[src/rtl/mbht_pkg.sv]
`timescale 1ns / 1ps

package mbht_pkg;

   // Table geometry and field widths
   localparam int BUFFER_ENTRIES = 64;
   localparam int IMAGE_ENTRIES  = 64;
   localparam int MASK_BITS      = 48;
   localparam int INDEX_BITS     = 6;
   localparam int TAG_BITS       = 32;
   localparam int LAYOUT_BITS    = 31;

   localparam int BUF_SLOT_BITS = (BUFFER_ENTRIES > 1) ? $clog2(BUFFER_ENTRIES) : 1;
   localparam int IMG_SLOT_BITS = (IMAGE_ENTRIES > 1) ? $clog2(IMAGE_ENTRIES) : 1;

   // Stream payload widths, rounded up to whole bytes
   localparam int REQ_FIELD_BITS = INDEX_BITS + 2 * MASK_BITS + TAG_BITS + LAYOUT_BITS;
   localparam int RSP_FIELD_BITS = 1 + 2 * MASK_BITS + LAYOUT_BITS;
   localparam int REQ_TDATA_BITS = ((REQ_FIELD_BITS + 7) / 8) * 8;
   localparam int RSP_TDATA_BITS = ((RSP_FIELD_BITS + 7) / 8) * 8;

   // Register port
   localparam int CSR_DATA_BITS = 64;
   localparam int CSR_ADDR_BITS = 4;
   localparam logic [CSR_ADDR_BITS-1:0] CSR_WRITE_MASK_ADDR = 4'h0;
   localparam logic [CSR_ADDR_BITS-1:0] CSR_READ_MASK_ADDR  = 4'h8;

   // Command codes
   localparam logic CMD_BUFFER = 1'b0;
   localparam logic CMD_IMAGE  = 1'b1;

   typedef logic [MASK_BITS-1:0]     mask_type;
   typedef logic [TAG_BITS-1:0]      tag_type;
   typedef logic [LAYOUT_BITS-1:0]   layout_type;
   typedef logic [BUF_SLOT_BITS-1:0] buf_slot_type;
   typedef logic [IMG_SLOT_BITS-1:0] img_slot_type;

   localparam mask_type WRITE_MASK_RESET = MASK_BITS'(64'h0000_0008_0041_5540);
   localparam mask_type READ_MASK_RESET  = MASK_BITS'(64'h0000_0005_0020_AABF);

   typedef struct packed {
      mask_type write_mask;
      mask_type read_mask;
   } class_cfg_type;

   typedef struct packed {
      logic                  command;
      logic [INDEX_BITS-1:0] resource_index;
      mask_type              access_bits;
      mask_type              stage_bits;
      tag_type               batch_tag;
      layout_type            new_layout;
   } req_item_type;

   typedef struct packed {
      logic       barrier_needed;
      mask_type   source_stage;
      mask_type   source_access;
      layout_type prior_layout;
   } rsp_item_type;

   typedef struct packed {
      tag_type  tag;
      mask_type wr_acc;
      mask_type wr_stg;
      mask_type rd_acc;
      mask_type rd_stg;
   } buf_entry_type;

   typedef struct packed {
      mask_type   wr_acc;
      mask_type   wr_stg;
      mask_type   rd_acc;
      mask_type   rd_stg;
      layout_type layout;
   } img_entry_type;

   typedef struct packed {
      logic         en;
      buf_slot_type buf_slot;
      img_slot_type img_slot;
   } tbl_rd_type;

   typedef struct packed {
      logic          en;
      logic          kind;
      buf_slot_type  buf_slot;
      img_slot_type  img_slot;
      buf_entry_type buf_entry;
      img_entry_type img_entry;
   } tbl_wr_type;

endpackage

[src/rtl/mbht_hazard_logic.sv]
`timescale 1ns / 1ps

module mbht_hazard_logic (
   input  mbht_pkg::class_cfg_type cfg,
   input  mbht_pkg::req_item_type  item,
   input  mbht_pkg::buf_entry_type cur_buf,
   input  mbht_pkg::img_entry_type cur_img,
   output mbht_pkg::buf_entry_type nxt_buf,
   output mbht_pkg::img_entry_type nxt_img,
   output mbht_pkg::rsp_item_type  rsp
);
   import mbht_pkg::*;

   always_comb begin
      logic          wr_hit;
      logic          rd_hit;
      logic          need;
      logic          stop;
      logic          change;
      mask_type      acc;
      mask_type      stg;
      mask_type      ss;
      mask_type      sa;
      layout_type    prev;
      buf_entry_type bn;
      img_entry_type in_e;

      acc    = item.access_bits;
      stg    = item.stage_bits;
      wr_hit = |(acc & cfg.write_mask);
      rd_hit = |(acc & cfg.read_mask);
      bn     = cur_buf;
      in_e   = cur_img;
      need   = 1'b0;
      stop   = 1'b0;
      change = 1'b0;
      ss     = '0;
      sa     = '0;
      prev   = '0;

      if (wr_hit || rd_hit) begin
         if (item.command == CMD_BUFFER) begin
            if (cur_buf.tag != item.batch_tag) begin
               // New batch: reseed the entry, no barrier
               bn.tag    = item.batch_tag;
               bn.wr_acc = wr_hit ? (acc & cfg.write_mask) : '0;
               bn.wr_stg = wr_hit ? stg : '0;
               bn.rd_acc = rd_hit ? (acc & cfg.read_mask) : '0;
               bn.rd_stg = rd_hit ? stg : '0;
            end else begin
               need = 1'b1;
               // Write waits on last write and all reads since
               if (wr_hit) begin
                  ss        = cur_buf.wr_stg | cur_buf.rd_stg;
                  sa        = cur_buf.wr_acc | cur_buf.rd_acc;
                  bn.wr_acc = acc;
                  bn.wr_stg = stg;
                  if (ss == '0) begin
                     need = 1'b0;
                     stop = 1'b1;
                  end else begin
                     bn.rd_acc = '0;
                     bn.rd_stg = '0;
                  end
               end
               // Read waits on the write scope unless its access or its stage bits are already recorded
               if (rd_hit && !stop) begin
                  ss = bn.wr_stg;
                  sa = bn.wr_acc;
                  if (((bn.rd_acc & acc) != acc) && ((bn.rd_stg & stg) != stg)) begin
                     bn.rd_acc = bn.rd_acc | acc;
                     bn.rd_stg = bn.rd_stg | stg;
                     if (bn.wr_stg == '0) begin
                        need = 1'b0;
                     end
                  end else begin
                     need = 1'b0;
                  end
               end
            end
         end else begin
            prev   = rd_hit ? cur_img.layout : '0;
            change = item.new_layout != prev;
            ss     = cur_img.wr_stg;
            sa     = cur_img.wr_acc;
            // Write or layout change closes out the read scope
            if (wr_hit || change) begin
               ss          = ss | cur_img.rd_stg;
               sa          = sa | cur_img.rd_acc;
               in_e.wr_acc = acc;
               in_e.wr_stg = stg;
               in_e.rd_acc = '0;
               in_e.rd_stg = '0;
            end
            // Skip reads that are already fully recorded
            if (rd_hit) begin
               if (((in_e.rd_acc & acc) == acc) && ((in_e.rd_stg & stg) == stg) && !change) begin
                  stop = 1'b1;
               end else begin
                  in_e.rd_acc = in_e.rd_acc | acc;
                  in_e.rd_stg = in_e.rd_stg | stg;
               end
            end
            if (!stop && (change || sa != '0 || ss != '0)) begin
               in_e.layout = item.new_layout;
               need        = 1'b1;
            end
         end
      end

      nxt_buf            = bn;
      nxt_img            = in_e;
      rsp.barrier_needed = need;
      rsp.source_stage   = need ? ss : '0;
      rsp.source_access  = need ? sa : '0;
      rsp.prior_layout   = (need && item.command == CMD_IMAGE) ? prev : '0;
   end

endmodule

[config.mk]
export PLATFORM = sky130hd
export DESIGN_NAME = mbht_hazard_logic
export DESIGN_NICKNAME = d
export VERILOG_FILES = /design/src/rtl/mbht_pkg.sv /design/src/rtl/mbht_hazard_logic.sv
export SDC_FILE = /design/constraint.sdc
export NUM_CORES = 1
export LEC_CHECK = 0
export BUFFER_PORTS_ARGS = -buffer_cell sky130_fd_sc_hd__buf_2
export CAP_MARGIN = 40
export CORE_AREA = 2 2 504 506
export DETAILED_ROUTE_END_ITERATION = 8
export DIE_AREA = 0 0 506 508
export PLACE_DENSITY = 0.3
export SETUP_SLACK_MARGIN = 0.05
export SLEW_MARGIN = 20
export SYNTH_ARGS = -nofsm -noshare
export SYNTH_HDL_FRONTEND = slang
export SYNTH_SLANG_ARGS = --single-unit
export TNS_END_PERCENT = 30
[constraint.sdc]
create_clock -name vclk -period 5
set_clock_uncertainty 0.05 [all_clocks]
set_input_delay 0.5 -clock vclk [all_inputs]
set_output_delay 0.5 -clock vclk [all_outputs]
set_load 0.01 [all_outputs]
# After elaboration in Yosys (flattened, before gate mapping)
# Index checks and enable logic that the tools add are counted.
dict set report classes {
  reduce_logical 19
  eq_ne 6
  n_mux 63
  bitwise 14
}
# cell n
set op_table {}
lappend op_table {{192-bit 2-to-1 mux} 8}
lappend op_table {{48-bit 2-to-1 mux} 22}
lappend op_table {{96-bit 2-to-1 mux} 5}
lappend op_table {{224-bit 2-to-1 mux} 2}
lappend op_table {{223-bit 2-to-1 mux} 2}
lappend op_table {{48-bit bitwise OR} 8}
lappend op_table {{48-bit bitwise AND} 6}
lappend op_table {{31-bit 2-to-1 mux} 5}
lappend op_table {{48-bit == test} 2}
lappend op_table {{48-bit zero test} 2}
lappend op_table {{48-bit inequality test} 2}
lappend op_table {{48-bit nonzero test} 2}
lappend op_table {{48-bit OR reduction} 2}
lappend op_table {{32-bit 2-to-1 mux} 1}
lappend op_table {{32-bit inequality test} 1}
lappend op_table {{31-bit inequality test} 1}
lappend op_table {{1-bit 2-to-1 mux} 18}
lappend op_table {{1-bit logical AND} 6}
lappend op_table {{1-bit logical OR} 4}
lappend op_table {{1-bit zero test} 3}
dict set report word_totals {
  reg_bits 0
  word_cells 102
}

# Logic depth before layout (Yosys ltp)
dict set report logic_depth {
  word_depth 23
  depth_mapped 23
  mapped_depth_nobuf 13
}

# Worst setup path before layout
# No wires, ideal clock.
dict set report synth_timing {
  kind {input to output}
  from {input port item[126] (netlist bit)}
  to {output port nxt_img[10] (netlist bit)}
  t_arrival_ns 4.367
  slack_ns 0.083
  path_stages 19
  n_path_buf 6
  path_cell_list {clkbuf_1 > a22oi_1 > nand4_1 > or4_1 > buf_2 > o41ai_2 > o32a_1 > o221a_2 > and4_1 > buf_4 > buf_6 > buf_6 > nand2_1 > a22o_1 > a2111oi_2 > nand4_1 > o21ai_1 > buf_4 > mux2_1}
}
# element line
set synth_rtl {}
lappend synth_rtl {{start, declared} mbht_hazard_logic.sv:5} ;# input mbht_pkg::req_item_type item,
lappend synth_rtl {{end, declared} mbht_hazard_logic.sv:9} ;# output mbht_pkg::img_entry_type nxt_img,

==> flow_summary.toml <==
[cts]
hold_buffers = 0

[grt]
antenna_found_initial = 159
overflow = 0
grt_first_pass_wirelength_um = 410000
grt_max_degree = 59
grt_pass1_vias = 30514
grt_usage = 0.252

[setup_path]
arrival_ps = 5730
cp_max_fo = 8
critPathRequiredTime_ps = 4450
end_kind = "output pin"
start_kind = "input pin"
path_class = "in -> out"

[timing]
post-route-period-util = 1.26
maxSlewViolCount = 0
hold_violations = 0
hold_ws_ps = 1290
fmax_mhz = 159
period_needed_ps = 6280
setup-violations-final = 415
rsz0062_at_grt = "yes"
worst_slack_ps = -1280
relSlewSlack = 0.354
tightest_slew_ps = 969

[yosys]
synth_cells = 2312
syn-num-nets = 3021
synth_top_cell_by_area = "o21ai_0"
synth_cell_types = 55
syn-cell-area_sq_um = 14400
synthTopCellsByArea = "o21ai_0 (12%), mux2_2 (11%), a22o_1 (9.1%), a21oi_1 (8.7%), o221ai_1 (5.8%)"
syn_avg_cell_area_sq_um = 6.24
yosysTopAreaCellShare = 0.123
yosys_warnings = 0
ys_seq_area_frac = 0

[floorplanning]
core_sq_um = 252000
ioPinCount = 1284
fp.dieW_um = 506
row_count = 185
dieArea_sq_um = 257000
die_h_um = 508
initial_core_util = 0.0572

[detailed_routing]
drtAntennaViolNets = 0
wl_um = 343000
wl_per_cell_um = 44.9
viasPerCell = 4.17
vias = 31888
dr.pass1.iters = 6
drc = 0
first_iter_violations = 3711

[final_layout]
regArea_sq_um = 0
fillers = 29702
syn2layout_area_growth_pct = 133
multiInputGateArea_sq_um = 14000
design.seq.count = 0
clockBufferCount = 0
layout_common_cells = "buf_2 (1,206), buf_4 (782), o21ai_0 (342)"
nNetsFinal = 4915
layout_commonest_cell = "buf_2"
drive_gt1_frac = 0.587

[placed_design]
port_buffers = 1278
gp_congestion = 0.935
place_ws_ps = -2040
dp_hpwl_um = 303000

[hold_path]
hold_start = "cur_buf[199]"
hp-class = "in -> out"
min_delay_path_depth = 3
min_to = "nxt_buf[199]"

[power_and_ir_drop]
peakVddDrop_mv = 0.0358
leakagePower_uw = 0.0150
p_per_area_nw_per_um2 = 114

[flow_run]
cap_violations = 0

[run_status]
violations = "setup timing"
status = "finished with violations"
worst max-delay path: stages:
cell and delay, ps:
buf_8 100, a22oi_2 180, buf_6 160, nand4_1 140, buf_4 180, or4_4 640
nor4_1 320, o32a_1 300, o221a_2 230, and4_4 300, buf_12 150, buf_12 110
buf_8 110, buf_6 110, nand2_2 40, a222oi_1 430, and4_1 260, nand4b_1 130
buf_6 160, o211a_4 270, buf_12 170, buf_12 160, clkbuf_16 160, a22o_4 230
buf_6 130
per-layer routing:
layer / GRT usage / vias up / part of all wire
met4: 0.0645 / 74 / 0.032
met3: 0.101 / 388 / 0.11
met2: 0.399 / 2375 / 0.44
li1: - / 12836 / -
met5: 0 / - / 0.0015
met1: 0.317 / 16215 / 0.42
cells by family (layout without fill, tap and decap cells):
kind of cell / Yosys count / in the layout / synth area share
AOI/OAI and AO/OA: 1138 / 1138 / 0.525
xor gates and xnor gates: 48 / 48 / 0.0291
buffers and inverters: 373 / 2265 / 0.106
muxes: 159 / 159 / 0.124
other: 0 / 69 / 0
and+or+nand+nor: 594 / 594 / 0.216
final cells by class:
class	count	area share
Timing Repair Buffer	2166	0.441
Multi-Input combinational cell	1939	0.417
Inverter	99	0.0111
Antenna cell	69	0.00514
Tap cell	3366	0.125
synthesized netlist by cell type, types with 34 or more instances:
cell / instances
o22a_1: 42
a21oi_1: 251
a32o_1: 49
a22oi_1: 43
and2_1: 128
inv_1: 97
mux2_2: 147
o21ai_0: 354
nor4_1: 104
clkbuf_1: 223
nand4_1: 60
nand2_1: 211
a21boi_0: 93
a22o_1: 150
xor2_1: 34
o221ai_1: 96
metrics by stage:
step | TNS (ps) | power [uW] | util | cell area, sq um | cells
2_1_floorplan | 0 | 890 | - | 14400 | 2312
3_3_place_gp | -835800 | 3640 | 0.124 | 31300 | 7527
3_5_place_dp | -680560 | 3620 | 0.124 | 31300 | 7534
4_1_cts | -409700 | 3810 | 0.131 | 33000 | 7565
5_1_grt | -468570 | 3960 | 0.133 | 33500 | 7597
6_report | -395420 | 3830 | 0.133 | 33600 | 7639
worst max path at each step:
| stage | slack, ps | cells past startpoint | from | to |
|---|---|---|---|---|
| 6_report | -1280 | 25 | cfg[39] | nxt_img[37] |
| 5_1_grt | -1460 | 25 | cfg[39] | nxt_img[37] |
| 4_1_cts | -1300 | 24 | item[150] | rsp[72] |
| 3_5_place_dp | -2040 | 22 | item[140] | nxt_img[50] |
| 3_3_place_gp | -2290 | 22 | item[144] | nxt_img[50] |
| 2_1_floorplan | 80 | 19 | item[126] | nxt_img[10] |
power breakdown:
group | switching, uW | total, uW | leakage [uW] | internal, uW
Clock | 0 | 0.000960 | 0.000000427 | 0.000960
Combinational | 2490 | 3830 | 0.0150 | 1350
Sequential | 0 | 0 | 0 | 0
Total | 2490 | 3830 | 0.0150 | 1350
what timing repair did:
action,4_1_cts,5_1_grt
resized for setup,278,88
pin swaps,43,36
setup endpoints to repair,543,507
setup buffers,20,4
cloned,13,2
(Power assumes the default switching activity.)
