### config.mk
export PLATFORM = sky130hd
export DESIGN_NAME = mbht_csr
export DESIGN_NICKNAME = d
export VERILOG_FILES = /design/src/rtl/mbht_pkg.sv /design/src/rtl/mbht_csr.sv
export SDC_FILE = /design/constraint.sdc
export NUM_CORES = 1
export LEC_CHECK = 0
export BUFFER_PORTS_ARGS = -buffer_cell sky130_fd_sc_hd__buf_2
export CAP_MARGIN = 0
export CORE_ASPECT_RATIO = 1.1
export CORE_MARGIN = 1.5
export CORE_UTILIZATION = 46
export CTS_CLUSTER_DIAMETER = 80
export DETAILED_ROUTE_END_ITERATION = 10
export GPL_TIMING_DRIVEN = 1
export HOLD_SLACK_MARGIN = 0.1
export PLACE_DENSITY = 0.85
export RECOVER_POWER = 25
export SYNTH_ARGS = -nofsm -noshare
export SYNTH_HDL_FRONTEND = slang
export SYNTH_SLANG_ARGS = --single-unit
### constraint.sdc
create_clock -name clock -period 1.5 [get_ports clock]
set_input_delay 0.075 -clock clock [delete_from_list [all_inputs] [get_ports clock]]
set_output_delay 0.075 -clock clock [all_outputs]
set_load 0.05 [all_outputs]
### src/rtl/mbht_pkg.sv
`timescale 1ns / 1ps

package mbht_pkg;

   // Table geometry and field widths
   localparam int BUFFER_ENTRIES = 64;
   localparam int IMAGE_ENTRIES  = 64;
   localparam int MASK_BITS      = 48;
   localparam int INDEX_BITS     = 6;
   localparam int TAG_BITS       = 32;
   localparam int LAYOUT_BITS    = 31;

   localparam int BUF_SLOT_BITS = (BUFFER_ENTRIES > 1) ? $clog2(BUFFER_ENTRIES) : 1;
   localparam int IMG_SLOT_BITS = (IMAGE_ENTRIES > 1) ? $clog2(IMAGE_ENTRIES) : 1;

   // Stream payload widths, rounded up to whole bytes
   localparam int REQ_FIELD_BITS = INDEX_BITS + 2 * MASK_BITS + TAG_BITS + LAYOUT_BITS;
   localparam int RSP_FIELD_BITS = 1 + 2 * MASK_BITS + LAYOUT_BITS;
   localparam int REQ_TDATA_BITS = ((REQ_FIELD_BITS + 7) / 8) * 8;
   localparam int RSP_TDATA_BITS = ((RSP_FIELD_BITS + 7) / 8) * 8;

   // Register port
   localparam int CSR_DATA_BITS = 64;
   localparam int CSR_ADDR_BITS = 4;
   localparam logic [CSR_ADDR_BITS-1:0] CSR_WRITE_MASK_ADDR = 4'h0;
   localparam logic [CSR_ADDR_BITS-1:0] CSR_READ_MASK_ADDR  = 4'h8;

   // Command codes
   localparam logic CMD_BUFFER = 1'b0;
   localparam logic CMD_IMAGE  = 1'b1;

   typedef logic [MASK_BITS-1:0]     mask_type;
   typedef logic [TAG_BITS-1:0]      tag_type;
   typedef logic [LAYOUT_BITS-1:0]   layout_type;
   typedef logic [BUF_SLOT_BITS-1:0] buf_slot_type;
   typedef logic [IMG_SLOT_BITS-1:0] img_slot_type;

   localparam mask_type WRITE_MASK_RESET = MASK_BITS'(64'h0000_0008_0041_5540);
   localparam mask_type READ_MASK_RESET  = MASK_BITS'(64'h0000_0005_0020_AABF);

   typedef struct packed {
      mask_type write_mask;
      mask_type read_mask;
   } class_cfg_type;

   typedef struct packed {
      logic                  command;
      logic [INDEX_BITS-1:0] resource_index;
      mask_type              access_bits;
      mask_type              stage_bits;
      tag_type               batch_tag;
      layout_type            new_layout;
   } req_item_type;

   typedef struct packed {
      logic       barrier_needed;
      mask_type   source_stage;
      mask_type   source_access;
      layout_type prior_layout;
   } rsp_item_type;

   typedef struct packed {
      tag_type  tag;
      mask_type wr_acc;
      mask_type wr_stg;
      mask_type rd_acc;
      mask_type rd_stg;
   } buf_entry_type;

   typedef struct packed {
      mask_type   wr_acc;
      mask_type   wr_stg;
      mask_type   rd_acc;
      mask_type   rd_stg;
      layout_type layout;
   } img_entry_type;

   typedef struct packed {
      logic         en;
      buf_slot_type buf_slot;
      img_slot_type img_slot;
   } tbl_rd_type;

   typedef struct packed {
      logic          en;
      logic          kind;
      buf_slot_type  buf_slot;
      img_slot_type  img_slot;
      buf_entry_type buf_entry;
      img_entry_type img_entry;
   } tbl_wr_type;

endpackage

### src/rtl/mbht_csr.sv
`timescale 1ns / 1ps

module mbht_csr (
   input  logic                                   clock,
   input  logic                                   reset,
   input  logic                                   csr_psel,
   input  logic                                   csr_penable,
   input  logic                                   csr_pwrite,
   input  logic [mbht_pkg::CSR_ADDR_BITS-1:0]     csr_paddr,
   input  logic [mbht_pkg::CSR_DATA_BITS-1:0]     csr_pwdata,
   output logic [mbht_pkg::CSR_DATA_BITS-1:0]     csr_prdata,
   output logic                                   csr_pready,
   output mbht_pkg::class_cfg_type                cfg
);
   import mbht_pkg::*;

   logic     wr_strobe;
   mask_type write_mask_ff;
   mask_type read_mask_ff;

   assign csr_pready = 1'b1;
   assign wr_strobe  = csr_psel & csr_penable & csr_pwrite & csr_pready;

   // Capture class masks on the access phase of a write
   always_ff @(posedge clock) begin
      if (reset) begin
         write_mask_ff <= WRITE_MASK_RESET;
         read_mask_ff  <= READ_MASK_RESET;
      end else if (wr_strobe) begin
         if (csr_paddr == CSR_WRITE_MASK_ADDR) begin
            write_mask_ff <= MASK_BITS'(csr_pwdata);
         end
         if (csr_paddr == CSR_READ_MASK_ADDR) begin
            read_mask_ff <= MASK_BITS'(csr_pwdata);
         end
      end
   end

   // Read back decode
   always_comb begin
      unique case (csr_paddr)
         CSR_WRITE_MASK_ADDR: csr_prdata = CSR_DATA_BITS'(write_mask_ff);
         CSR_READ_MASK_ADDR:  csr_prdata = CSR_DATA_BITS'(read_mask_ff);
         default:             csr_prdata = '0;
      endcase
   end

   assign cfg.write_mask = write_mask_ff;
   assign cfg.read_mask  = read_mask_ff;

endmodule

* After elaboration in Yosys (flattened, before gate mapping) *
Cells that the tools add are included.

storage, ports and cells
  bits in registers = 96
  input bits = 73
  output and inout bits = 161
  word-level logic and storage cells = 9

cells by class
  eq/ne operators = 1
  multiplexer cells = 1
  bitwise gates (word level) = 2
  reductions and logical operators = 3

operators by type and width
  cell                count
  $pmux 48 s2         1
  $eq 4x4->1 const B  1
  $logic_not 4->1     1
  $reduce_and 2->1    2
  $and 1x1->1         2

* Longest topological paths before layout *
Gate-level depths: netlist (run 1).

  depth after elaboration = 3
  gate-level depth with buffers = 6
  mapped depth without buffers = 3

* Least setup slack after synthesis (run 1) *
No wires, ideal clock.

  path type = input to output
  start = in csr_paddr[1] (netlist bit)
  end = out csr_prdata[23] (netlist bit)
  arrival = 1364 ps
  slack = 61 ps
  stages on the path = 4
  path buffers = 2
  cell sequence = nor4b_4 clkbuf_1 buf_2 a22o_1

between the ends
  cells in the longest elaborated chain, start to end = 2

ends and longest elaborated chain
  item                                                  line            text
  start: declaration                                    mbht_csr.sv:9   input logic [mbht_pkg::CSR_ADDR_BITS-1:0] csr_paddr,
  $eq 4x4->1 / $logic_not 4->1 (equally long branches)  mbht_csr.sv:41  unique case (csr_paddr)
  $pmux 48 s2 (*)                                       mbht_csr.sv:41
  end: declaration                                      mbht_csr.sv:11  output logic [mbht_pkg::CSR_DATA_BITS-1:0] csr_prdata,

Mark *: on every way between the ends. The rest lies on a longest branch, timed or not.

* Final worst setup path (run 1) *
  start = in csr_paddr[1] (netlist bit)
  end = out csr_prdata[21] (netlist bit)

The elaborated chain is that of the path after synthesis.

==> results of run 1 <==
[cell families after synthesis]
group,count (synthesis),share of synthesized area
other cells,2,0.00162
compound gates,48,0.0909
simple gates,172,0.215
mux,96,0.208
flops,96,0.416
buf+inv,56,0.0690
[critical path, cell delays in order]
cell and delay [ns]:
buf_2 0.13, nor4b_4 0.39, buf_6 0.29, a22o_1 0.21, buf_2 0.27
[worst max path at each step]
stage / from / endpoint / slack, ns / cells past startpoint
after CTS: csr_paddr[1] / csr_prdata[22] / 0.004 / 5
after detailed placement: csr_paddr[1] / csr_prdata[26] / 0.01 / 5
after global routing: csr_paddr[1] / csr_prdata[43] / -0.02 / 5
after global placement: csr_paddr[1] / csr_prdata[26] / 0.06 / 5
final: csr_paddr[1] / csr_prdata[21] / 0.04 / 5
after floorplan: csr_paddr[1] / csr_prdata[23] / 0.06 / 4
[flip-flops by register name, summed over array words and instances (netlist names)]
signal	count
read_mask_ff	48
write_mask_ff	48
[layout make-up]
cell class / instances / share of cell area
Tap cell: 120 / 0.0235
Sequential cell: 96 / 0.301
Clock buffer: 12 / 0.0259
Timing Repair Buffer: 261 / 0.250
Multi-Input combinational cell: 333 / 0.384
Clock inverter: 4 / 0.0155
[metrics by stage]
step | cells | hold WS, ns | instance area (um^2)
2_1_floorplan | 485 | 0.230 | 4680
3_3_place_gp | 762 | 0.345 | 5670
3_5_place_dp | 762 | 0.354 | 5670
4_1_cts | 826 | 0.230 | 6420
5_1_grt | 826 | 0.261 | 6380
6_report | 826 | 0.265 | 6380
[layer usage]
layer | vias up | track usage | wire, um
li1 | 2022 | - | -
met1 | 2013 | 0.244 | 4880
met2 | 131 | 0.436 | 6760
met3 | 14 | 0.0356 | 482
met4 | 0 | 0.103 | 180
met5 | - | 0 | 0
[power groups by stage]
| stage | Combinational (W) | Sequential, W | Clock (W) |
|---|---|---|---|
| CTS | 0.000635 | 0.00257 | 0.00218 |
| global route | 0.000687 | 0.00257 | 0.00227 |
| global placement | 0.000523 | 0.00262 | 0 |
| floorplan | 0.000384 | 0.00266 | 0 |
| detailed placement | 0.000536 | 0.00263 | 0 |
| finish | 0.000644 | 0.00257 | 0.00213 |
[what timing repair did]
item | in CTS | in global routing
hold buffers | 48 | 0
resized for setup | 0 | 2
endpoints found under the setup margin | 0 | 28
hold endpoints to repair | 96 | 0
[cell usage in the layout (no fill, tap or decap), types with 2 or more instances in the layout]
cell           count
buf_2            200
nand2b_1         122
mux2i_1           96
dfxtp_1           96
a22o_1            48
dlygate4sd3_1     48
nor2_1            44
conb_1            17
clkbuf_8          12
buf_4              5
bufinv_16          3
nand4_1            2
clkbuf_2           2
clkbuf_1           2
buf_12             2
buf_6              2
==> results by group, run 1 <==
Run status
  • Outcome: finished with violations
  • Failing checks: design-rule violations

CTS
  • H-tree depth: 3
  • Clock Sinks: 96
  • CTS tree: built
  • Max Root-Sink Buffers: 2
  • Root buf cell: clkbuf_8
  • Total CTS buffers: 9
  • Worst-path clk slew: about 0.090 ns
  • Clk Latency, worst-skew pair: 0.34 ns
  • Setup bufs post-CTS: 0

Synthesis
  • Top-count cell post-synth: nand2b_1
  • Commonest cells in the synthesized netlist: nand2b_1 (122), dfxtp_1 (96), mux2i_1 (96)
  • Async set or reset register ratio after synthesis: 0
  • Main synth FF type: dfxtp_1
  • Yosys reg bits: 96
  • Distinct cells, synth: 14
  • Post-synth EDFFs: 0
  • Mapped Area: between 0.004 and 0.005 mm^2
  • Yosys top cell by area: dfxtp_1
  • Top cell type's share of synthesized area: 0.416
  • Ys Warns: 0
  • Top area cells in the synthesized netlist: dfxtp_1 (42%), mux2i_1 (21%), nand2b_1 (17%), a22o_1 (9.1%), buf_4 (3.6%)
  • Syn_area_per_cell: about 9.8 um^2
  • Post-Syn Instances: 470
  • Sequential area share after synthesis: 0.416

GRT
  • Vias in the first global route: 4061
  • All-layer global routing usage: 0.227
  • Pin count of the biggest net entering global routing: between 150 and 200
  • First-pass GRT wire length: approximately 19000 um
  • Global route overflow: 0
  • Antenna violations before repair: 0

Floorplan
  • I/O pin total: roughly 230
  • Core region area: between 0.009 and 0.01 mm^2
  • Initial core utilization: 0.470
  • Die Wd: between 90 and 100 um
  • Die area: approximately 0.011 mm^2
  • Rows: 38
  • Die Ht: ~110 um

Final layout
  • Footprint of the multi-input gates: about 0.0024 mm^2
  • Fill cells: 782
  • Antenna fix cells: 0
  • Syn-to-layout area delta: 38.1%
  • Layout cell share with drive strength beyond 1: 0.326
  • Reg area: about 0.0019 mm^2
  • Nets: 774
  • Final core occ: 0.649

Power
  • Combinational group share of total power: 0.121
  • Switching Power: around 0.0013 W
  • Sequential share of power: 0.481
  • Pint: between 0.004 and 0.005 W
  • Clock share of power: 0.398
  • Power, Total: 0.00533 W
  • Worst IR Drop VDD: 484 uV
  • Switching share of power: 0.238
  • Pwr Density: around 840 mW/mm^2
  • Leak Pwr: 3.00 nW

Placement
  • Hpwl dp: 7810 um
  • Setup WS pre-CTS: about 0.013 ns
  • IO Port Bufs: 200
  • GP Congestion: approximately 0.76

Routing
  • Final WL: roughly 12000 um
  • DR vias: 4180
  • Detailed Routing Iterations Pass 1: 8
  • WL/cell: approximately 15 um
  • ANT nets after route: 0
  • DRT iter0 DRCs: ~180
  • Residual DRC: 15
  • Vias per cell: slightly above 5

STA
  • Crit path setup slack, layout: 0.0404 ns
  • Skew final: 0 ns
  • Final count of pins violating max slew: 0
  • Post-route minimum period: 1.46 ns
  • Setup-failing EPs final: 0
  • Slew headroom: 0.495
  • Final hold vios: 0
  • RSZ-0062 raised after global routing: yes
  • Max frequency: slightly below 0.7 GHz
  • Tcrit/Tclk final: 0.973
  • Slew @ Worst Pin: about 0.76 ns
  • Setup_tns: 0 ns

Worst setup path
  • Worst Reg-to-Reg Cells: 2
  • Crit-path max FO: 28
  • Crit path kind: in -> out
  • Register-to-Register Setup Slack: 0.79 ns
  • CP Capture Type: output port
  • Worst flop-to-flop path endpoint: read_mask_ff[4]$_SDFFE_PP1P_
  • Critical Path Source Type: input pin
  • R2r startpoint: read_mask_ff[4]$_SDFFE_PP1P_
  • Worst EP required: approximately 1.4 ns
  • Critical Path AT: 1.38 ns

Flow run
  • Total of max-cap violations: 0

Hold path
  • Min-delay worst type: in -> reg
  • WHS Endpoint: write_mask_ff[45]$_SDFFE_PP0P_
  • Worst hold stages: 4
  • Hold path startpoint: csr_penable
No activity file was read; power rests on OpenSTA's default activity.
==> run 2, diff against run 1 <==
--- a/config.mk
+++ b/config.mk
@@ -7,14 +7,15 @@
 export LEC_CHECK = 0
 export BUFFER_PORTS_ARGS = -buffer_cell sky130_fd_sc_hd__buf_2
 export CAP_MARGIN = 0
-export CORE_ASPECT_RATIO = 1.1
+export CELL_PAD_IN_SITES_DETAIL_PLACEMENT = 1
+export CELL_PAD_IN_SITES_GLOBAL_PLACEMENT = 1
 export CORE_MARGIN = 1.5
-export CORE_UTILIZATION = 46
+export CORE_UTILIZATION = 33
 export CTS_CLUSTER_DIAMETER = 80
 export DETAILED_ROUTE_END_ITERATION = 10
 export GPL_TIMING_DRIVEN = 1
 export HOLD_SLACK_MARGIN = 0.1
-export PLACE_DENSITY = 0.85
+export PLACE_DENSITY = 0.84
 export RECOVER_POWER = 25
 export SYNTH_ARGS = -nofsm -noshare
 export SYNTH_HDL_FRONTEND = slang
==> results by group, run 2 (same netlist as run 1, synthesis figures left out) <==
Placement
  • IO Port Bufs: 200 (unchanged)
  • Hpwl dp: 9620 um (+23%)
  • GP Congestion: 0.757 (-0.45%)

Worst setup path
  • Critical Path AT: 1.33 ns (-0.05 ns)
  • CP Capture Type: output port
  • Crit path kind: in -> out
  • Worst path max stage delay: 0.38 ns (about the same)
  • Crit-path max FO: 26 (-7.1%)
  • Worst Setup SP: csr_paddr[3]
  • Worst flop-to-flop path endpoint: write_mask_ff[7]$_SDFFE_PP0P_
  • Worst Reg-to-Reg Cells: 2 (unchanged)
  • Worst EP required: 1.42 ns (about the same)
  • Crit path cell chain: buf_2, nor4_4, buf_8, a22o_1, buf_2
  • Register-to-Register Setup Slack: 0.76 ns (-0.03 ns)
  • R2r startpoint: write_mask_ff[7]$_SDFFE_PP0P_
  • CP top delay family: buffers and inverters
  • Crit. path cell count: 5 (unchanged)
  • WP buf/inv: 3 (unchanged)
  • Most used cell, CP: buf_2
  • Max stage delay cell, worst path: nor4_4
  • Critical Path Source Type: input pin
  • Critical path destination: csr_prdata[32]

CTS
  • Clock Sinks: 96 (unchanged)
  • Clk Latency, worst-skew pair: 0.34 ns (about the same)
  • Root buf cell: clkbuf_16
  • Worst-path clk slew: 0.07 ns (-0.02 ns)
  • Total CTS buffers: 9 (unchanged)
  • Max Root-Sink Buffers: 2 (unchanged)
  • CTS tree: built
  • H-tree depth: 3 (unchanged)

Routing
  • Vias per cell: 4.81 (-4.9%)
  • ANT nets after route: 0 (unchanged)
  • Detailed Routing Iterations Pass 1: 4 (-4)
  • DRT iter0 DRCs: 195 (+7.7%)
  • WL/cell: 16.5 um (+11%)
  • DR vias: 4269 (+2.1%)
  • Residual DRC: 0 (-15)
  • Final WL: 14600 um (+19%)

Final layout
  • Antenna fix cells: 0 (unchanged)
  • Largest regs: read_mask_ff (48), write_mask_ff (48)
  • Leading cell types in the layout, fill and taps excluded: buf_2 (164), nand2b_1 (122), mux2i_1 (96), dfxtp_1 (96)
  • Most common cell after layout, fill and taps aside: buf_2
  • Layout cell share with drive strength beyond 1: 0.281 (-0.0443)
  • Nets: 776 (+0.26%)
  • Final core occ: 0.470 (-0.178)
  • Syn-to-layout area delta: 40.1%

GRT
  • All-layer global routing usage: 0.195 (-0.0321)
  • First-pass GRT wire length: 22500 um (+16%)
  • Global route overflow: 0 (unchanged)
  • Vias in the first global route: 4395 (+8.2%)
  • Antenna violations before repair: 0 (unchanged)
  • Pin count of the biggest net entering global routing: 167 (unchanged)

STA
  • Tcrit/Tclk final: 0.938 (-0.0351)
  • Min Hold Slack: 0.359 ns (+0.0940 ns)
  • Skew final: 0 ns (unchanged)
  • Slew headroom: 0.490 (-0.00523)
  • Setup-failing EPs final: 0 (unchanged)
  • Max frequency: 0.711 GHz (+3.7%)
  • Slew @ Worst Pin: 0.765 ns (+0.00784 ns)
  • Final hold vios: 0 (unchanged)
  • Final count of pins violating max slew: 0 (unchanged)
  • RSZ-0062 raised after global routing: no
  • Post-route minimum period: 1.41 ns (-0.0527 ns)

Floorplan
  • Core region area: 0.0138 mm^2 (+40%)
  • I/O pin total: 234 (unchanged)
  • Die Wd: 121 um (+23%)
  • Die area: 0.0147 mm^2 (+38%)
  • Rows: 43 (+13%)
  • Initial core utilization: 0.336 (-0.134)
  • Die Ht: 121 um (+12%)

Power
  • Worst IR Drop VDD: 416 uV (-14%)
  • Pwr Density: 813 mW/mm^2 (-2.7%)
  • Leak Pwr: 2.90 nW (-3.3%)

Hold path
  • Min-delay worst type: in -> reg

Run status
  • Outcome: finished, final reports clean

Flow run
  • Total of max-cap violations: 0 (unchanged)
==> run 2: changes by cell type in the layout (fill, tap and decap cells not counted), moves of 2 or more <==
cell / change
buf_12: +2
buf_2: -36
buf_8: +3
bufinv_16: -3
clkbuf_1: +33
clkbuf_16: +9
clkbuf_8: -12
clkinv_2: +5
==> run 2: how the worst min path moves through the flow <==
stage | start | endpoint | depth (start not counted)
3_3_place_gp | csr_pwdata[3] | read_mask_ff[3]$_SDFFE_PP1P_ | 3
4_1_cts | csr_penable | write_mask_ff[44]$_SDFFE_PP0P_ | 4
3_5_place_dp | csr_pwdata[3] | read_mask_ff[3]$_SDFFE_PP1P_ | 3
5_1_grt | reset | read_mask_ff[32]$_SDFFE_PP1P_ | 4
2_1_floorplan | csr_pwdata[6] | read_mask_ff[6]$_SDFFE_PP0P_ | 2
6_report | reset | read_mask_ff[0]$_SDFFE_PP1P_ | 4
==> run 2: through the flow <==
| stage | cells | setup TNS [ns] | worst slack, ns | area, um^2 | power (W) |
|---|---|---|---|---|---|
| 2_1_floorplan | 485 | 0 | 0.0608 | 4680 | 0.00304 |
| 3_3_place_gp | 821 | 0 | 0.0314 | 5750 | 0.00315 |
| 3_5_place_dp | 821 | -0.0540 | -0.0257 | 5750 | 0.00318 |
| 4_1_cts | 884 | 0 | 0.0245 | 6500 | 0.00532 |
| 5_1_grt | 887 | 0 | 0.0154 | 6480 | 0.00548 |
| 6_report | 887 | 0 | 0.0930 | 6480 | 0.00526 |
==> run 2: cell type report <==
class,count,area [um^2]
Fill cell,1670,7300
Clock inverter,5,25.0
Timing Repair Buffer,263,1630
Multi-Input combinational cell,333,2450
Sequential cell,96,1920
Tap cell,180,225
Clock buffer,10,229
==> run 2: per-layer routing <==
metal	GRT usage	routed length, um
met3	0.0357	674
met1	0.215	5790
met5	0	0
met2	0.362	7830
met4	0.0838	356
==> run 2: report_power, final <==
group,internal [W],switching [W]
logic,0.000266,0.000396
registers,0.00256,0.00000918
clock network,0.00110,0.000934
total,0.00393,0.00134
==> run 2: timing repair <==
action                                  in CTS  in global routing
setup buffers                                0                  3
hold endpoints to repair                    96                  0
hold buffers                                48                  0
pin swaps                                    0                  2
gates resized for setup                      3                  4
endpoints found under the setup margin       3                 37
==> run 2: tightest hold or removal path, delay by kind of cell <==
family | cells | cell delay [ns]
buffers and inverters | 2 | 0.34
muxes | 1 | 0.06
and+or+nand+nor | 1 | 0.14
==> run 3, diff against run 2 <==
--- a/config.mk
+++ b/config.mk
@@ -5,17 +5,18 @@
 export SDC_FILE = /design/constraint.sdc
 export NUM_CORES = 1
 export LEC_CHECK = 0
+export ABC_AREA = 1
 export BUFFER_PORTS_ARGS = -buffer_cell sky130_fd_sc_hd__buf_2
 export CAP_MARGIN = 0
 export CELL_PAD_IN_SITES_DETAIL_PLACEMENT = 1
 export CELL_PAD_IN_SITES_GLOBAL_PLACEMENT = 1
 export CORE_MARGIN = 1.5
-export CORE_UTILIZATION = 33
+export CORE_UTILIZATION = 30
 export CTS_CLUSTER_DIAMETER = 80
 export DETAILED_ROUTE_END_ITERATION = 10
 export GPL_TIMING_DRIVEN = 1
 export HOLD_SLACK_MARGIN = 0.1
-export PLACE_DENSITY = 0.84
+export PLACE_DENSITY = 0.83
 export RECOVER_POWER = 25
 export SYNTH_ARGS = -nofsm -noshare
 export SYNTH_HDL_FRONTEND = slang
==> results by group, run 3 <==
Run status
  • Outcome: finished, final reports clean

Placement
  • GP Congestion: 0.694 (-8.3%)
  • Setup WS pre-CTS: 0.164 ns (+0.190 ns)
  • IO Port Bufs: 200 (unchanged)
  • Hpwl dp: 11000 um (+14%)
  • DP Area: 0.00597 mm^2 (+3.8%)

Routing
  • ANT nets after route: 0 (unchanged)
  • Detailed Routing Iterations Pass 1: 4 (unchanged)
  • Vias per cell: 4.69 (-2.6%)
  • DR vias: 5536 (+30%)
  • Final WL: 17400 um (+19%)
  • WL/cell: 14.7 um (-11%)
  • DRT iter0 DRCs: 218 (+12%)
  • Residual DRC: 0 (unchanged)

Synthesis
  • Largest family of logic cells by synthesized area: simple AND/OR/NAND/NOR gates
  • Top-count cell post-synth: nand2_1
  • Commonest cells in the synthesized netlist: nand2_1 (211), nor2_1 (152), nand3_1 (104)
  • Mux contribution to synthesized area: 0 (-0.208)
  • Post-synth EDFFs: 0 (unchanged)
  • Yosys top cell by area: dfxtp_1
  • Post-synthesis compound-gate area fraction: 0.00843 (-0.0825)
  • Async set or reset register ratio after synthesis: 0 (unchanged)
  • Post-synthesis adder-cell area fraction: 0 (unchanged)
  • Top cell type's share of synthesized area: 0.405 (-0.0108)
  • Ys Warns: 0 (unchanged)
  • Yosys reg bits: 96 (unchanged)
  • Main synth FF type: dfxtp_1
  • Synth Area in XOR/XNOR: 0 (unchanged)
  • Sequential area share after synthesis: 0.405 (-0.0108)
  • Top area cells in the synthesized netlist: dfxtp_1 (40%), nand2_1 (17%), nor2_1 (12%), nand3_1 (11%), nand4_1 (5.3%)
  • Mapped Area: 0.00475 mm^2 (+2.7%)
  • Synth Area in Simple Gates: 0.460 (+0.245)
  • Post-Syn Instances: 745 (+59%)
  • Distinct cells, synth: 18 (+4)
  • Syn_area_per_cell: 6.37 um^2 (-35%)

GRT
  • First-pass GRT wire length: 27700 um (+23%)
  • All-layer global routing usage: 0.211 (+0.0162)
  • Antenna violations before repair: 1 (+1)
  • Global route overflow: 0 (unchanged)
  • Pin count of the biggest net entering global routing: 97 (-42%)
  • Vias in the first global route: 5484 (+25%)

CTS
  • Max Root-Sink Buffers: 2 (unchanged)
  • Total CTS buffers: 9 (unchanged)
  • Root buf cell: clkbuf_16
  • Hold buffers post-CTS: 48 (unchanged)
  • Clock Sinks: 96 (unchanged)
  • CTS tree: built
  • H-tree depth: 3 (unchanged)
  • Setup bufs post-CTS: 0 (unchanged)
  • Worst-path clk slew: 0.06 ns (about the same)
  • Post_cts resized: 0 (-3)
  • Clk Latency, worst-skew pair: 0.34 ns (about the same)

Floorplan
  • Core region area: 0.0153 mm^2 (+11%)
  • Rows: 45 (+4.7%)
  • Die Wd: 129 um (+6.1%)
  • I/O pin total: 234 (unchanged)
  • Initial core utilization: 0.310 (-0.0257)
  • Die area: 0.0166 mm^2 (+13%)
  • Die Ht: 129 um (+6.1%)

Hold path
  • Hold path startpoint: reset
  • Min-delay worst type: in -> reg
  • WHS Endpoint: write_mask_ff[35]$_SDFFE_PP1P_
  • Worst hold stages: 4 (unchanged)

Final layout
  • Reg area: 0.00192 mm^2 (unchanged)
  • Most common cell after layout, fill and taps aside: nand2_1
  • Nets: 1037 (+34%)
  • Leading cell types in the layout, fill and taps excluded: nand2_1 (211), buf_2 (199), nor2_1 (149)
  • Final core occ: 0.437 (-0.0333)
  • Final Instance Area: 0.00669 mm^2 (+3.3%)
  • Fill cells: 2068 (+24%)
  • Layout cell share with drive strength beyond 1: 0.248 (-0.0338)
  • Syn-to-layout area delta: 40.9%
  • Largest regs: read_mask_ff (48), write_mask_ff (48)
  • Footprint of the multi-input gates: 0.00231 mm^2 (-5.8%)

Power
  • Worst IR Drop VDD: 516 uV (+24%)
  • Pwr Density: 829 mW/mm^2 (+2.0%)
  • Leak Pwr: 3.53 nW (+22%)

STA
  • Tcrit/Tclk final: 0.875 (-0.0629)
  • Max frequency: 0.762 GHz (+7.2%)
  • Post-route minimum period: 1.31 ns (-0.0944 ns)
  • Final hold vios: 0 (unchanged)
  • Slew @ Worst Pin: 0.717 ns (-0.0481 ns)
  • Crit path setup slack, layout: 0.187 ns (+0.0944 ns)
  • Final count of pins violating max slew: 0 (unchanged)
  • Setup_tns: 0 ns (unchanged)
  • Setup-failing EPs final: 0 (unchanged)
  • RSZ-0062 raised after global routing: no
  • Skew final: 0 ns (unchanged)
  • Slew headroom: 0.522 (+0.0320)

Worst setup path
  • Crit path kind: in -> out
  • Crit-path max FO: 32 (+23%)
  • R2r startpoint: write_mask_ff[33]$_SDFFE_PP0P_
  • CP Capture Type: output port
  • Worst Reg-to-Reg Cells: 2 (unchanged)
  • Register-to-Register Setup Slack: 0.86 ns (+0.10 ns)
  • Worst flop-to-flop path endpoint: write_mask_ff[33]$_SDFFE_PP0P_
  • Critical Path Source Type: input pin
  • Worst EP required: 1.42 ns (about the same)
  • Critical Path AT: 1.24 ns (-0.09 ns)

Flow run
  • Total of max-cap violations: 0 (unchanged)
==> run 3: cell count changes after synthesis, moves of 5 or more <==
cell,previous run,this run
buf_1,0,5
mux2i_1,96,0
o21ai_0,0,8
a22o_1,48,0
nand3_1,0,104
nand4_1,2,40
nor2_1,44,152
nand2b_1,122,0
buf_2,9,26
nand2_1,0,211
inv_1,0,52
==> run 3: layout make-up <==
| cell class | count | share of cell area |
|---|---|---|
| inverter | 54 | 0.0305 |
| sequential | 96 | 0.287 |
| clock inverter | 4 | 0.00299 |
| tap | 211 | 0.0394 |
| multi-input combinational | 537 | 0.345 |
| antenna | 1 | 0.000374 |
| timing repair buffer | 266 | 0.258 |
| clock buffer | 12 | 0.0368 |
==> run 3: power breakdown <==
part | internal, W | switching (W) | total [W] | leakage [nW]
logic | 0.000266 | 0.000566 | 0.000832 | 2.62
clock network | 0.00116 | 0.000974 | 0.00213 | 0.136
registers | 0.00257 | 0.0000152 | 0.00258 | 0.775
==> run 3: how the worst max path moves through the flow <==
stage                             from                              to  cells after the start
after global routing      csr_paddr[2]                  csr_prdata[13]                      8
final                     csr_paddr[2]                  csr_prdata[15]                      8
after detailed placement  csr_paddr[1]  write_mask_ff[47]$_SDFFE_PP0P_                      7
after CTS                 csr_paddr[3]                   csr_prdata[9]                      6
after floorplan           csr_paddr[1]                  csr_prdata[23]                      5
after global placement    csr_paddr[1]  write_mask_ff[22]$_SDFFE_PP1P_                      7
==> run 3: logic make-up after synthesis <==
kind of cell / after synthesis
flops: 96
other cells: 2
simple gates: 512
compound gates: 8
buf+inv: 127
==> run 3: stage by stage <==
step                      instances  total power, W  hold slack, ns
final                          1181         0.00555           0.279
after global routing           1181         0.00579           0.309
after CTS                      1180         0.00563           0.277
after detailed placement       1116         0.00337           0.296
after global placement         1116         0.00336           0.290
after floorplan                 760         0.00316           0.188
==> run 3: routing by layer <==
metal / vias to the layer above / wire length [um] / global-route usage
met5: - / 0 / 0
met4: 0 / 328 / 0.0615
met3: 22 / 946 / 0.0491
met2: 159 / 8480 / 0.366
met1: 2617 / 7630 / 0.261
li1: 2738 / - / -
==> run 3: worst max-delay path, stage by stage <==
cell     delay [ns]
buf_2          0.13
inv_1          0.05
nand2_1        0.08
nor2_4         0.23
buf_12         0.22
nand2_1        0.09
nand2_1        0.08
buf_2          0.26
